$ cat src/rtl/assert_macros.svh
// Assertion helpers shared by the RTL.
`ifndef ASSERT_MACROS_SVH
`define ASSERT_MACROS_SVH

// Checked on every rising clk_i edge, skipped while rst_ni is low.
`define ASSERT_CLK(label, prop, msg) \
  label: assert property (@(posedge clk_i) disable iff (!rst_ni) (prop)) else $error(msg);

// Checked on every rising clk_i edge, reset included.
`define ASSERT_ALWAYS(label, prop, msg) \
  label: assert property (@(posedge clk_i) (prop)) else $error(msg);

`endif

$ cat src/rtl/pdd_pkg.sv
`default_nettype none

package pdd_pkg;

  localparam int unsigned COORD_BITS    = 24;
  // floor(sqrt(dx^2 + dy^2)) with |dx|,|dy| < 2^COORD_BITS fits in COORD_BITS+1 bits
  localparam int unsigned LEN_BITS      = COORD_BITS + 1;
  localparam int unsigned CNT_BITS      = $clog2(LEN_BITS);
  localparam int unsigned SPACING_BITS  = 24;
  localparam logic [SPACING_BITS-1:0] SPACING_RESET = 24'd512;

  typedef struct packed {
    logic signed [COORD_BITS-1:0] point_x;
    logic signed [COORD_BITS-1:0] point_y;
    logic                         first_point;
    logic                         last_point;
  } pdd_in_t;

  typedef struct packed {
    logic signed [COORD_BITS-1:0] out_x;
    logic signed [COORD_BITS-1:0] out_y;
    logic                         goal_mark;
    logic                         run_end;
  } pdd_out_t;

endpackage

`default_nettype wire

$ cat src/rtl/path_distance_decimator.sv
`default_nettype none

// Path thinning by travelled distance. Points come in over the in_* channel,
// kept waypoints leave over out_*, both valid/ready; one point is worked on at a
// time. A first point is sent on as a waypoint (a one-point path gives nothing).
// Any other point runs through the bit-serial segment length unit: shift-add
// squaring, an add of the squares, a restoring square root and a registered
// done; the controller then updates the distance sum. A dropped point frees the
// input after that update; a kept point or the goal then waits in the emit state
// until the output register is free and is loaded into it; in_ready_o comes
// back once the results of that point are loaded. A point is kept when the sum,
// saturating at SUM_BITS, reaches spacing; a last point always goes out with
// goal_mark set, after its kept copy if it was kept, and run_end flags the last
// result of each input transfer.
// spacing (reset 2.0 m) must only be written while the block is idle.
module path_distance_decimator
  import pdd_pkg::*;
#(
  parameter int unsigned SUM_BITS = 28
) (
  input  logic                    clk_i,
  input  logic                    rst_ni,
  input  logic                    cfg_we_i,
  input  logic [SPACING_BITS-1:0] cfg_data_i,
  input  logic                    in_valid_i,
  output logic                    in_ready_o,
  input  pdd_in_t                 in_data_i,
  output logic                    out_valid_o,
  input  logic                    out_ready_i,
  output pdd_out_t                out_data_o
);

`include "assert_macros.svh"

  localparam int unsigned AW   = ((SUM_BITS > LEN_BITS) ? SUM_BITS : LEN_BITS) + 1;
  localparam int unsigned CMPW = (SUM_BITS > SPACING_BITS) ? SUM_BITS : SPACING_BITS;

  localparam logic [1:0] ST_IDLE = 2'd0;
  localparam logic [1:0] ST_SEG  = 2'd1;
  localparam logic [1:0] ST_ACC  = 2'd2;
  localparam logic [1:0] ST_EMIT = 2'd3;

  logic [1:0]              state_q, state_d;
  logic [SPACING_BITS-1:0] spacing_q, spacing_d;
  logic [SUM_BITS-1:0]     sum_q, sum_d;
  logic [COORD_BITS-1:0]   prev_x_q, prev_x_d, prev_y_q, prev_y_d;
  logic [COORD_BITS-1:0]   cur_x_q, cur_x_d, cur_y_q, cur_y_d;
  logic                    last_q, last_d;
  logic                    pend_keep_q, pend_keep_d;
  logic                    pend_goal_q, pend_goal_d;
  logic                    out_valid_q, out_valid_d;
  pdd_out_t                out_q, out_d;

  logic                    in_xfer;
  logic                    slot_free;
  logic                    seg_start;
  logic                    seg_done;
  logic [LEN_BITS-1:0]     seg_len;
  logic [AW-1:0]           sum_tot;
  logic [SUM_BITS-1:0]     sum_sat;
  logic                    keep;

  assign in_ready_o = (state_q == ST_IDLE);
  assign in_xfer    = in_valid_i && in_ready_o;
  assign seg_start  = in_xfer && !in_data_i.first_point;
  // output register frees up in the cycle its result is taken
  assign slot_free  = !out_valid_q || out_ready_i;

  pdd_seg_len u_seg_len (
    .clk_i   (clk_i),
    .rst_ni  (rst_ni),
    .start_i (seg_start),
    .ax_i    (in_data_i.point_x),
    .ay_i    (in_data_i.point_y),
    .bx_i    (prev_x_q),
    .by_i    (prev_y_q),
    .done_o  (seg_done),
    .len_o   (seg_len)
  );

  // saturating accumulate and spacing compare
  assign sum_tot = AW'(sum_q) + AW'(seg_len);
  assign sum_sat = (|sum_tot[AW-1:SUM_BITS]) ? {SUM_BITS{1'b1}} : sum_tot[SUM_BITS-1:0];
  assign keep    = CMPW'(sum_sat) >= CMPW'(spacing_q);

  always_comb begin
    state_d     = state_q;
    spacing_d   = spacing_q;
    sum_d       = sum_q;
    prev_x_d    = prev_x_q;
    prev_y_d    = prev_y_q;
    cur_x_d     = cur_x_q;
    cur_y_d     = cur_y_q;
    last_d      = last_q;
    pend_keep_d = pend_keep_q;
    pend_goal_d = pend_goal_q;
    out_d       = out_q;
    out_valid_d = out_valid_q && !out_ready_i;

    if (cfg_we_i) begin
      spacing_d = cfg_data_i;
    end

    unique case (state_q)
      ST_IDLE: begin
        if (in_xfer) begin
          // prev is only needed at this edge, so it moves on right away
          prev_x_d = in_data_i.point_x;
          prev_y_d = in_data_i.point_y;
          cur_x_d  = in_data_i.point_x;
          cur_y_d  = in_data_i.point_y;
          last_d   = in_data_i.last_point;
          if (in_data_i.first_point) begin
            sum_d       = '0;
            pend_keep_d = !in_data_i.last_point;
            pend_goal_d = 1'b0;
            state_d     = in_data_i.last_point ? ST_IDLE : ST_EMIT;
          end else begin
            state_d = ST_SEG;
          end
        end
      end
      ST_SEG: begin
        if (seg_done) begin
          state_d = ST_ACC;
        end
      end
      ST_ACC: begin
        sum_d       = keep ? '0 : sum_sat;
        pend_keep_d = keep;
        pend_goal_d = last_q;
        state_d     = (keep || last_q) ? ST_EMIT : ST_IDLE;
      end
      ST_EMIT: begin
        if (slot_free) begin
          out_valid_d     = 1'b1;
          out_d.out_x     = cur_x_q;
          out_d.out_y     = cur_y_q;
          if (pend_keep_q) begin
            out_d.goal_mark = 1'b0;
            out_d.run_end   = !pend_goal_q;
            pend_keep_d     = 1'b0;
            if (!pend_goal_q) begin
              state_d = ST_IDLE;
            end
          end else begin
            out_d.goal_mark = 1'b1;
            out_d.run_end   = 1'b1;
            pend_goal_d     = 1'b0;
            state_d         = ST_IDLE;
          end
        end
      end
      default: state_d = ST_IDLE;
    endcase
  end

  always_ff @(posedge clk_i or negedge rst_ni) begin
    if (!rst_ni) begin
      state_q     <= ST_IDLE;
      spacing_q   <= SPACING_RESET;
      sum_q       <= '0;
      prev_x_q    <= '0;
      prev_y_q    <= '0;
      pend_keep_q <= 1'b0;
      pend_goal_q <= 1'b0;
      out_valid_q <= 1'b0;
    end else begin
      state_q     <= state_d;
      spacing_q   <= spacing_d;
      sum_q       <= sum_d;
      prev_x_q    <= prev_x_d;
      prev_y_q    <= prev_y_d;
      pend_keep_q <= pend_keep_d;
      pend_goal_q <= pend_goal_d;
      out_valid_q <= out_valid_d;
    end
  end

  always_ff @(posedge clk_i) begin
    cur_x_q <= cur_x_d;
    cur_y_q <= cur_y_d;
    last_q  <= last_d;
    out_q   <= out_d;
  end

  assign out_valid_o = out_valid_q;
  assign out_data_o  = out_q;

  // length unit only reports back while the controller waits for it
  `ASSERT_CLK(a_seg_done_in_seg, seg_done |-> (state_q == ST_SEG), "segment done outside SEG")
  // emission state always has something left to send
  `ASSERT_CLK(a_emit_pending, (state_q == ST_EMIT) |-> (pend_keep_q || pend_goal_q),
              "EMIT with nothing pending")
  // a result without run_end is always followed by the goal copy
  `ASSERT_CLK(a_goal_follows,
              (out_valid_o && out_ready_i && !out_data_o.run_end)
                |=> (out_valid_o && out_data_o.goal_mark),
              "goal result missing after kept point")

endmodule

`default_nettype wire

$ cat src/rtl/pdd_seg_len.sv
`default_nettype none

// Segment length floor(sqrt(dx^2 + dy^2)), bit serial:
// shift-add squaring one multiplier bit per cycle, then a restoring
// square root one root bit per cycle.
module pdd_seg_len
  import pdd_pkg::*;
(
  input  logic                         clk_i,
  input  logic                         rst_ni,
  input  logic                         start_i,
  input  logic signed [COORD_BITS-1:0] ax_i,
  input  logic signed [COORD_BITS-1:0] ay_i,
  input  logic signed [COORD_BITS-1:0] bx_i,
  input  logic signed [COORD_BITS-1:0] by_i,
  output logic                         done_o,
  output logic [LEN_BITS-1:0]          len_o
);

  localparam int unsigned PW = 2 * COORD_BITS;
  localparam int unsigned RW = 2 * LEN_BITS;

  localparam logic [1:0] P_IDLE = 2'd0;
  localparam logic [1:0] P_MUL  = 2'd1;
  localparam logic [1:0] P_ADD  = 2'd2;
  localparam logic [1:0] P_SQRT = 2'd3;

  logic [1:0]            phase_q, phase_d;
  logic [CNT_BITS-1:0]   cnt_q, cnt_d;
  logic                  done_q, done_d;
  logic [COORD_BITS-1:0] mx_q, mx_d, my_q, my_d;
  logic [PW-1:0]         px_q, px_d, py_q, py_d;
  logic [RW-1:0]         rad_q, rad_d;
  logic [LEN_BITS-1:0]   rem_q, rem_d;
  logic [LEN_BITS-1:0]   root_q, root_d;

  logic [COORD_BITS-1:0] dx, dy;
  logic [COORD_BITS:0]   hi_x, hi_y;
  logic [PW:0]           rad_sum;
  logic [LEN_BITS+1:0]   rem_sh, trial, rem_diff;
  logic                  fits;

  // magnitude of the coordinate difference; always below 2^COORD_BITS
  function automatic logic [COORD_BITS-1:0] abs_diff(
    input logic signed [COORD_BITS-1:0] a,
    input logic signed [COORD_BITS-1:0] b
  );
    logic [COORD_BITS:0] ab, ba;
    ab = {a[COORD_BITS-1], a} - {b[COORD_BITS-1], b};
    ba = {b[COORD_BITS-1], b} - {a[COORD_BITS-1], a};
    return (a >= b) ? ab[COORD_BITS-1:0] : ba[COORD_BITS-1:0];
  endfunction

  assign dx = abs_diff(ax_i, bx_i);
  assign dy = abs_diff(ay_i, by_i);

  assign hi_x = {1'b0, px_q[PW-1:COORD_BITS]} + (px_q[0] ? {1'b0, mx_q} : '0);
  assign hi_y = {1'b0, py_q[PW-1:COORD_BITS]} + (py_q[0] ? {1'b0, my_q} : '0);

  assign rad_sum = {1'b0, px_q} + {1'b0, py_q};

  // two radicand bits in, one root bit out
  assign rem_sh   = {rem_q, rad_q[RW-1:RW-2]};
  assign trial    = {root_q, 2'b01};
  assign fits     = rem_sh >= trial;
  assign rem_diff = rem_sh - trial;

  always_comb begin
    phase_d = phase_q;
    cnt_d   = cnt_q;
    done_d  = 1'b0;
    mx_d    = mx_q;
    my_d    = my_q;
    px_d    = px_q;
    py_d    = py_q;
    rad_d   = rad_q;
    rem_d   = rem_q;
    root_d  = root_q;
    unique case (phase_q)
      P_IDLE: begin
        if (start_i) begin
          mx_d    = dx;
          my_d    = dy;
          px_d    = {{COORD_BITS{1'b0}}, dx};
          py_d    = {{COORD_BITS{1'b0}}, dy};
          cnt_d   = CNT_BITS'(COORD_BITS - 1);
          phase_d = P_MUL;
        end
      end
      P_MUL: begin
        px_d = {hi_x, px_q[COORD_BITS-1:1]};
        py_d = {hi_y, py_q[COORD_BITS-1:1]};
        cnt_d = cnt_q - 1'b1;
        if (cnt_q == '0) begin
          phase_d = P_ADD;
        end
      end
      P_ADD: begin
        rad_d   = {{(RW-PW-1){1'b0}}, rad_sum};
        rem_d   = '0;
        root_d  = '0;
        cnt_d   = CNT_BITS'(LEN_BITS - 1);
        phase_d = P_SQRT;
      end
      P_SQRT: begin
        rem_d  = fits ? rem_diff[LEN_BITS-1:0] : rem_sh[LEN_BITS-1:0];
        root_d = {root_q[LEN_BITS-2:0], fits};
        rad_d  = {rad_q[RW-3:0], 2'b00};
        cnt_d  = cnt_q - 1'b1;
        if (cnt_q == '0) begin
          done_d  = 1'b1;
          phase_d = P_IDLE;
        end
      end
      default: phase_d = P_IDLE;
    endcase
  end

  always_ff @(posedge clk_i or negedge rst_ni) begin
    if (!rst_ni) begin
      phase_q <= P_IDLE;
      cnt_q   <= '0;
      done_q  <= 1'b0;
    end else begin
      phase_q <= phase_d;
      cnt_q   <= cnt_d;
      done_q  <= done_d;
    end
  end

  always_ff @(posedge clk_i) begin
    mx_q   <= mx_d;
    my_q   <= my_d;
    px_q   <= px_d;
    py_q   <= py_d;
    rad_q  <= rad_d;
    rem_q  <= rem_d;
    root_q <= root_d;
  end

  assign done_o = done_q;
  assign len_o  = root_q;

endmodule

`default_nettype wire

$ cat config.mk
export PLATFORM = sky130hd
export DESIGN_NAME = path_distance_decimator
export DESIGN_NICKNAME = d
export VERILOG_FILES = /design/src/rtl/pdd_pkg.sv /design/src/rtl/path_distance_decimator.sv /design/src/rtl/pdd_seg_len.sv
export VERILOG_INCLUDE_DIRS = /design/src /design/src/rtl
export SDC_FILE = /design/constraint.sdc
export NUM_CORES = 1
export LEC_CHECK = 0
export ABC_CLOCK_PERIOD_IN_PS = 11000
export BUFFER_PORTS_ARGS = -buffer_cell sky130_fd_sc_hd__buf_2
export CORE_ASPECT_RATIO = 2
export CORE_MARGIN = 2
export CORE_UTILIZATION = 45
export DETAILED_ROUTE_END_ITERATION = 10
export PLACE_DENSITY = 0.6
export SLEW_MARGIN = 20
export SYNTH_ARGS = -nofsm -noshare
export SYNTH_HDL_FRONTEND = slang
export SYNTH_HIERARCHICAL = 1
export SYNTH_SLANG_ARGS = --single-unit
$ cat constraint.sdc
create_clock -name clk_i -period 11 [get_ports clk_i]
set_clock_uncertainty 0.1 [all_clocks]
set_input_delay 0.55 -clock clk_i [delete_from_list [all_inputs] [get_ports clk_i]]
set_output_delay 0.55 -clock clk_i [all_outputs]
set_load 0.005 [all_outputs]
==> results.rst <==
.. list-table::
   :header-rows: 1

   * - Metric
     - Value
   * - Status
     - completed
   * - Worst Tran Pin Value
     - 1.12 ns
   * - # port buffers
     - 130
   * - Commonest register cell after synthesis
     - sky130_fd_sc_hd__edfxtp_1
   * - Origin of the worst min-delay path
     - cfg_data_i[4]
   * - Delay contributed by the slowest stage of the critical path
     - 0.75 ns
   * - Share of synthesized area occupied by flip-flops and latches
     - 0.424
   * - Arithmetic-cell share of the synthesized area counting full adders, half adders and majority gates
     - 0.115
   * - Proportion of netlist area held by the largest area contributor
     - 0.332
   * - All-Layer GR Usage
     - 0.226
   * - Async set-or-reset flop fraction in the synthesized netlist
     - 0.248
   * - Critical-path maximum fanout
     - 23
   * - Post-route DRC
     - 0
   * - Pwr/cell area
     - 355 nW/µm²
   * - Final Total Pwr
     - 12.0 mW
   * - Setup CP Type
     - reg -> reg
   * - Number of standard cells in the layout, taps in and fillers out
     - 4,162
   * - Antenna violations before repair
     - 0
   * - Multiplexer share of the synthesized area
     - 0.0393
   * - Clock transition at path regs
     - 0.06 ns
   * - Crit path cell chain
     - ha_1, fa_1, a211oi_2, o21ai_2, o211ai_2, a31oi_1, o21ai_0, a21o_1, nand2_1, ha_1, a21oi_1, a21oi_1, a2111oi_0, o211ai_1, a21oi_1, nand4_4, nor2_4, a221oi_1
   * - Final weighted congestion in routability-driven placement
     - 0.917
   * - Slowest stage cell on the critical path
     - sky130_fd_sc_hd__a21o_1
   * - Peak VDD IR
     - 0.000174 V
   * - Die W
     - 190 µm
   * - Relative area change from synthesis to final layout
     - 9.23%
   * - Critical path endpoint category
     - flip-flop
   * - Per-cell via count in the routed design
     - 5.75
   * - Type of element launching the critical path
     - flip-flop
   * - Fin. Hold Viols
     - 0
   * - Number of CTS-inserted buffers
     - 46
   * - Distinct cell type count of the synthesized netlist
     - 100
   * - Detailed Routing Iterations Pass 1
     - 5
   * - Latest clock arrival within the worst-skew pair
     - 0.61 ns
   * - Final setup violation count
     - 0
   * - Unrepaired setup endpoints after global routing
     - no
   * - Data arrival time of the critical path
     - 6.16 ns
   * - Dominant combinational cell family by area after synthesis
     - compound AO/OA/AOI/OAI gates
   * - Post-synthesis instance total
     - 3,162
   * - Synthesized netlist net count
     - 3,520
   * - Period minus WS final
     - 5.81 ns
   * - Seq cells post-synth
     - 456
   * - Placed cells
     - 4,076
   * - Mean Syn Cell Area
     - 9.80 µm²
   * - Fin crit share
     - 0.529
   * - Deepest level of the CTS H-tree
     - 2
   * - Number of I/O pins
     - 131
   * - Worst reg2reg path startpoint
     - sum_q[0]
   * - Post-detail-place hpwl
     - 60.8 mm
   * - Synthesized-area fraction occupied by ao, oa, aoi and oai cells
     - 0.197
   * - Maximum number of pins on one net before global-route repair
     - 87
   * - Setup TNS after final layout
     - 0 ns
   * - Post-synth EDFFs
     - 343
   * - Biggest area contributors in the synthesized netlist
     - sky130_fd_sc_hd__edfxtp_1 (33%), sky130_fd_sc_hd__ha_1 (11%), sky130_fd_sc_hd__dfrtp_1 (9.0%), sky130_fd_sc_hd__a21oi_1 (4.1%), sky130_fd_sc_hd__nand2_1 (3.4%)
   * - Gate family responsible for the most delay along the worst path
     - compound AO/OA/AOI/OAI gates
   * - Worst slew margin relative to its limit
     - 0.251
   * - Number of violations of the max-capacitance limit
     - 0
   * - Die area
     - 71,100 µm²
   * - Root buffer cell
     - sky130_fd_sc_hd__clkbuf_16
   * - Site row count
     - 136
   * - Via count
     - 23.9k
   * - Simple-Gate Fraction of Synth Area
     - 0.140
   * - Synthesized-area fraction occupied by xor and xnor cells
     - 0.0395
   * - Critical Path Most Common Cell
     - sky130_fd_sc_hd__a21oi_1
   * - Maximum achievable frequency
     - 0.172 GHz
   * - Combined buffer and inverter count along the critical path
     - 0
   * - Final antenna-violating net count
     - 0
   * - Number of warnings reported in the yosys synthesis log
     - 6
   * - Leakage Power
     - 14.2 nW
   * - Starting utilization of the core area
     - 0.453
   * - Detailed Route WL
     - 81.6 mm
   * - Final nets
     - 3,586
   * - Largest area contributor in the netlist
     - sky130_fd_sc_hd__edfxtp_1
   * - Global route total overflow
     - 0
   * - Share of cells above drive strength 1
     - 0.110
   * - Avg WL per Cell
     - 19.6 µm
   * - TritonCTS Sinks
     - 456
   * - Synth Cell Area
     - 31,000 µm²
   * - CTS tree
     - built
   * - Maximum buffer depth of the clock tree
     - 3
   * - Type of the most critical hold path
     - in -> reg
   * - Count of inserted antenna diode cells
     - 0
   * - Placeable core area
     - 68,400 µm²
   * - Critical path data required time
     - 11.35 ns
   * - Number of pins with negative max-slew slack in the final report
     - 0
   * - Die Ht
     - 375 µm
   * - First-pass GRT wire length
     - 128 mm
   * - Initial detailed-routing violation count
     - 1,875
   * - Vias in the first global route
     - 22.8k
   * - Worst setup path startpoint
     - sum_q[0]
-- final cells by class --
type	instances	area, µm²
Inverter	225	845
Tap cell	897	1120
Multi-Input combinational cell	2352	16500
Timing Repair Buffer	147	783
Clock buffer	61	1270
Sequential cell	456	13100
Fill cell	6491	34500
Clock inverter	24	233
-- through the flow --
stage / util / area (µm²) / hold WS, ns / setup WS, ns
floorplan: - / 31000 / 0.154 / 4.37
global placement: 0.473 / 32300 / 0.301 / 5.37
detailed placement: 0.473 / 32300 / 0.305 / 5.23
CTS: 0.495 / 33900 / 0.00755 / 5.20
global route: 0.495 / 33900 / 0.0372 / 4.72
finish: 0.495 / 33900 / 0.0476 / 5.19
-- per-layer routing --
layer	part of all wire	GRT usage	up-vias
li1	-	-	11729
met1	0.47	0.319	11516
met2	0.46	0.366	564
met3	0.039	0.0223	111
met4	0.030	0.0739	0
met5	0	0	-
-- power by group --
part / leakage [nW] / switching (mW) / internal (mW)
clock: 0.731 / 0.714 / 0.889
combinational: 8.85 / 4.37 / 2.80
sequential: 4.61 / 0.425 / 2.84
-- worst reg2reg max path, delay by kind of cell (launching register included) --
kind | cells | cell delay [ns]
AND/OR/NAND/NOR | 3 | 1.11
flip-flops | 1 | 0.39
AO/OA/AOI/OAI | 12 | 3.01
adder cells (fa/ha/maj) | 3 | 1.05
-- worst paths after layout --
path / to / slack, ns / depth (start not counted)
min reg2reg: out_data_o[14] / 0.32 / 0
min in group asynchronous: spacing_q[2] / 0.50 / 2
max: state_q[0] / 5.19 / 18
max in group asynchronous: prev_y_q[9] / 9.03 / 3
max reg2reg: state_q[0] / 5.19 / 18
min: spacing_q[4] / 0.05 / 3
-- synth_stat cells (all sizes together) (8+ instances only) --
cell type	instances
nand3	61
dfrtp	112
nand4	54
a21boi	9
o21ai	214
mux2i	26
nand2b	20
and2	76
a221o	8
o211ai	32
a211o	9
nor2	198
nand2	286
a21o	100
clkbuf	87
a22o	23
and4	9
xor2	56
and3	33
mux2	85
a221oi	17
buf	42
nor2b	37
a31oi	31
o21bai	39
o31ai	21
nor3	55
or2	15
inv	224
or3	18
xnor2	83
o2111ai	9
a21oi	255
o21a	49
a211oi	31
o31a	8
o211a	8
fa	8
edfxtp	343
ha	271
o311ai	8
-- placed cells by master, fill, tap and decap left out, types with 61 or more instances in the layout --
cell	netlist	final
sky130_fd_sc_hd__buf_2	27	129
sky130_fd_sc_hd__ha_1	271	269
sky130_fd_sc_hd__and2_1	76	74
sky130_fd_sc_hd__inv_1	224	223
sky130_fd_sc_hd__nand3_1	61	61
sky130_fd_sc_hd__mux2_2	84	84
sky130_fd_sc_hd__a21oi_1	252	252
sky130_fd_sc_hd__dfrtp_1	112	112
sky130_fd_sc_hd__a21o_1	100	99
sky130_fd_sc_hd__edfxtp_1	343	343
sky130_fd_sc_hd__xnor2_1	83	83
sky130_fd_sc_hd__nor2_1	196	195
sky130_fd_sc_hd__o21ai_0	196	196
sky130_fd_sc_hd__nand2_1	284	284
-- logic make-up after synthesis --
family / after synthesis
muxes: 111
buffers and inverters: 354
and+or+nand+nor: 889
adders and majority gates: 279
DFF: 456
AOI/OAI and AO/OA: 934
xor gates and xnor gates: 139
-- what timing repair did --
item | 4_1_cts | 5_1_grt
hold endpoints to repair | 60 | 0
setup buffers | 0 | 0
gates resized for setup | 0 | 0
hold buffers | 1 | 0
-- sequential cells by signal (all words and copies together) (netlist names), 5 cells and up --
register,cells
out_data_o,50
u_seg_len/px_q,48
u_seg_len/cnt_q,5
u_seg_len/rad_q,50
cur_x_q,24
spacing_q,24
cur_y_q,24
u_seg_len/rem_q,25
prev_x_q,24
sum_q,28
u_seg_len/py_q,48
u_seg_len/mx_q,24
u_seg_len/len_o,25
u_seg_len/my_q,24
prev_y_q,24
(Power assumes the default switching activity.)
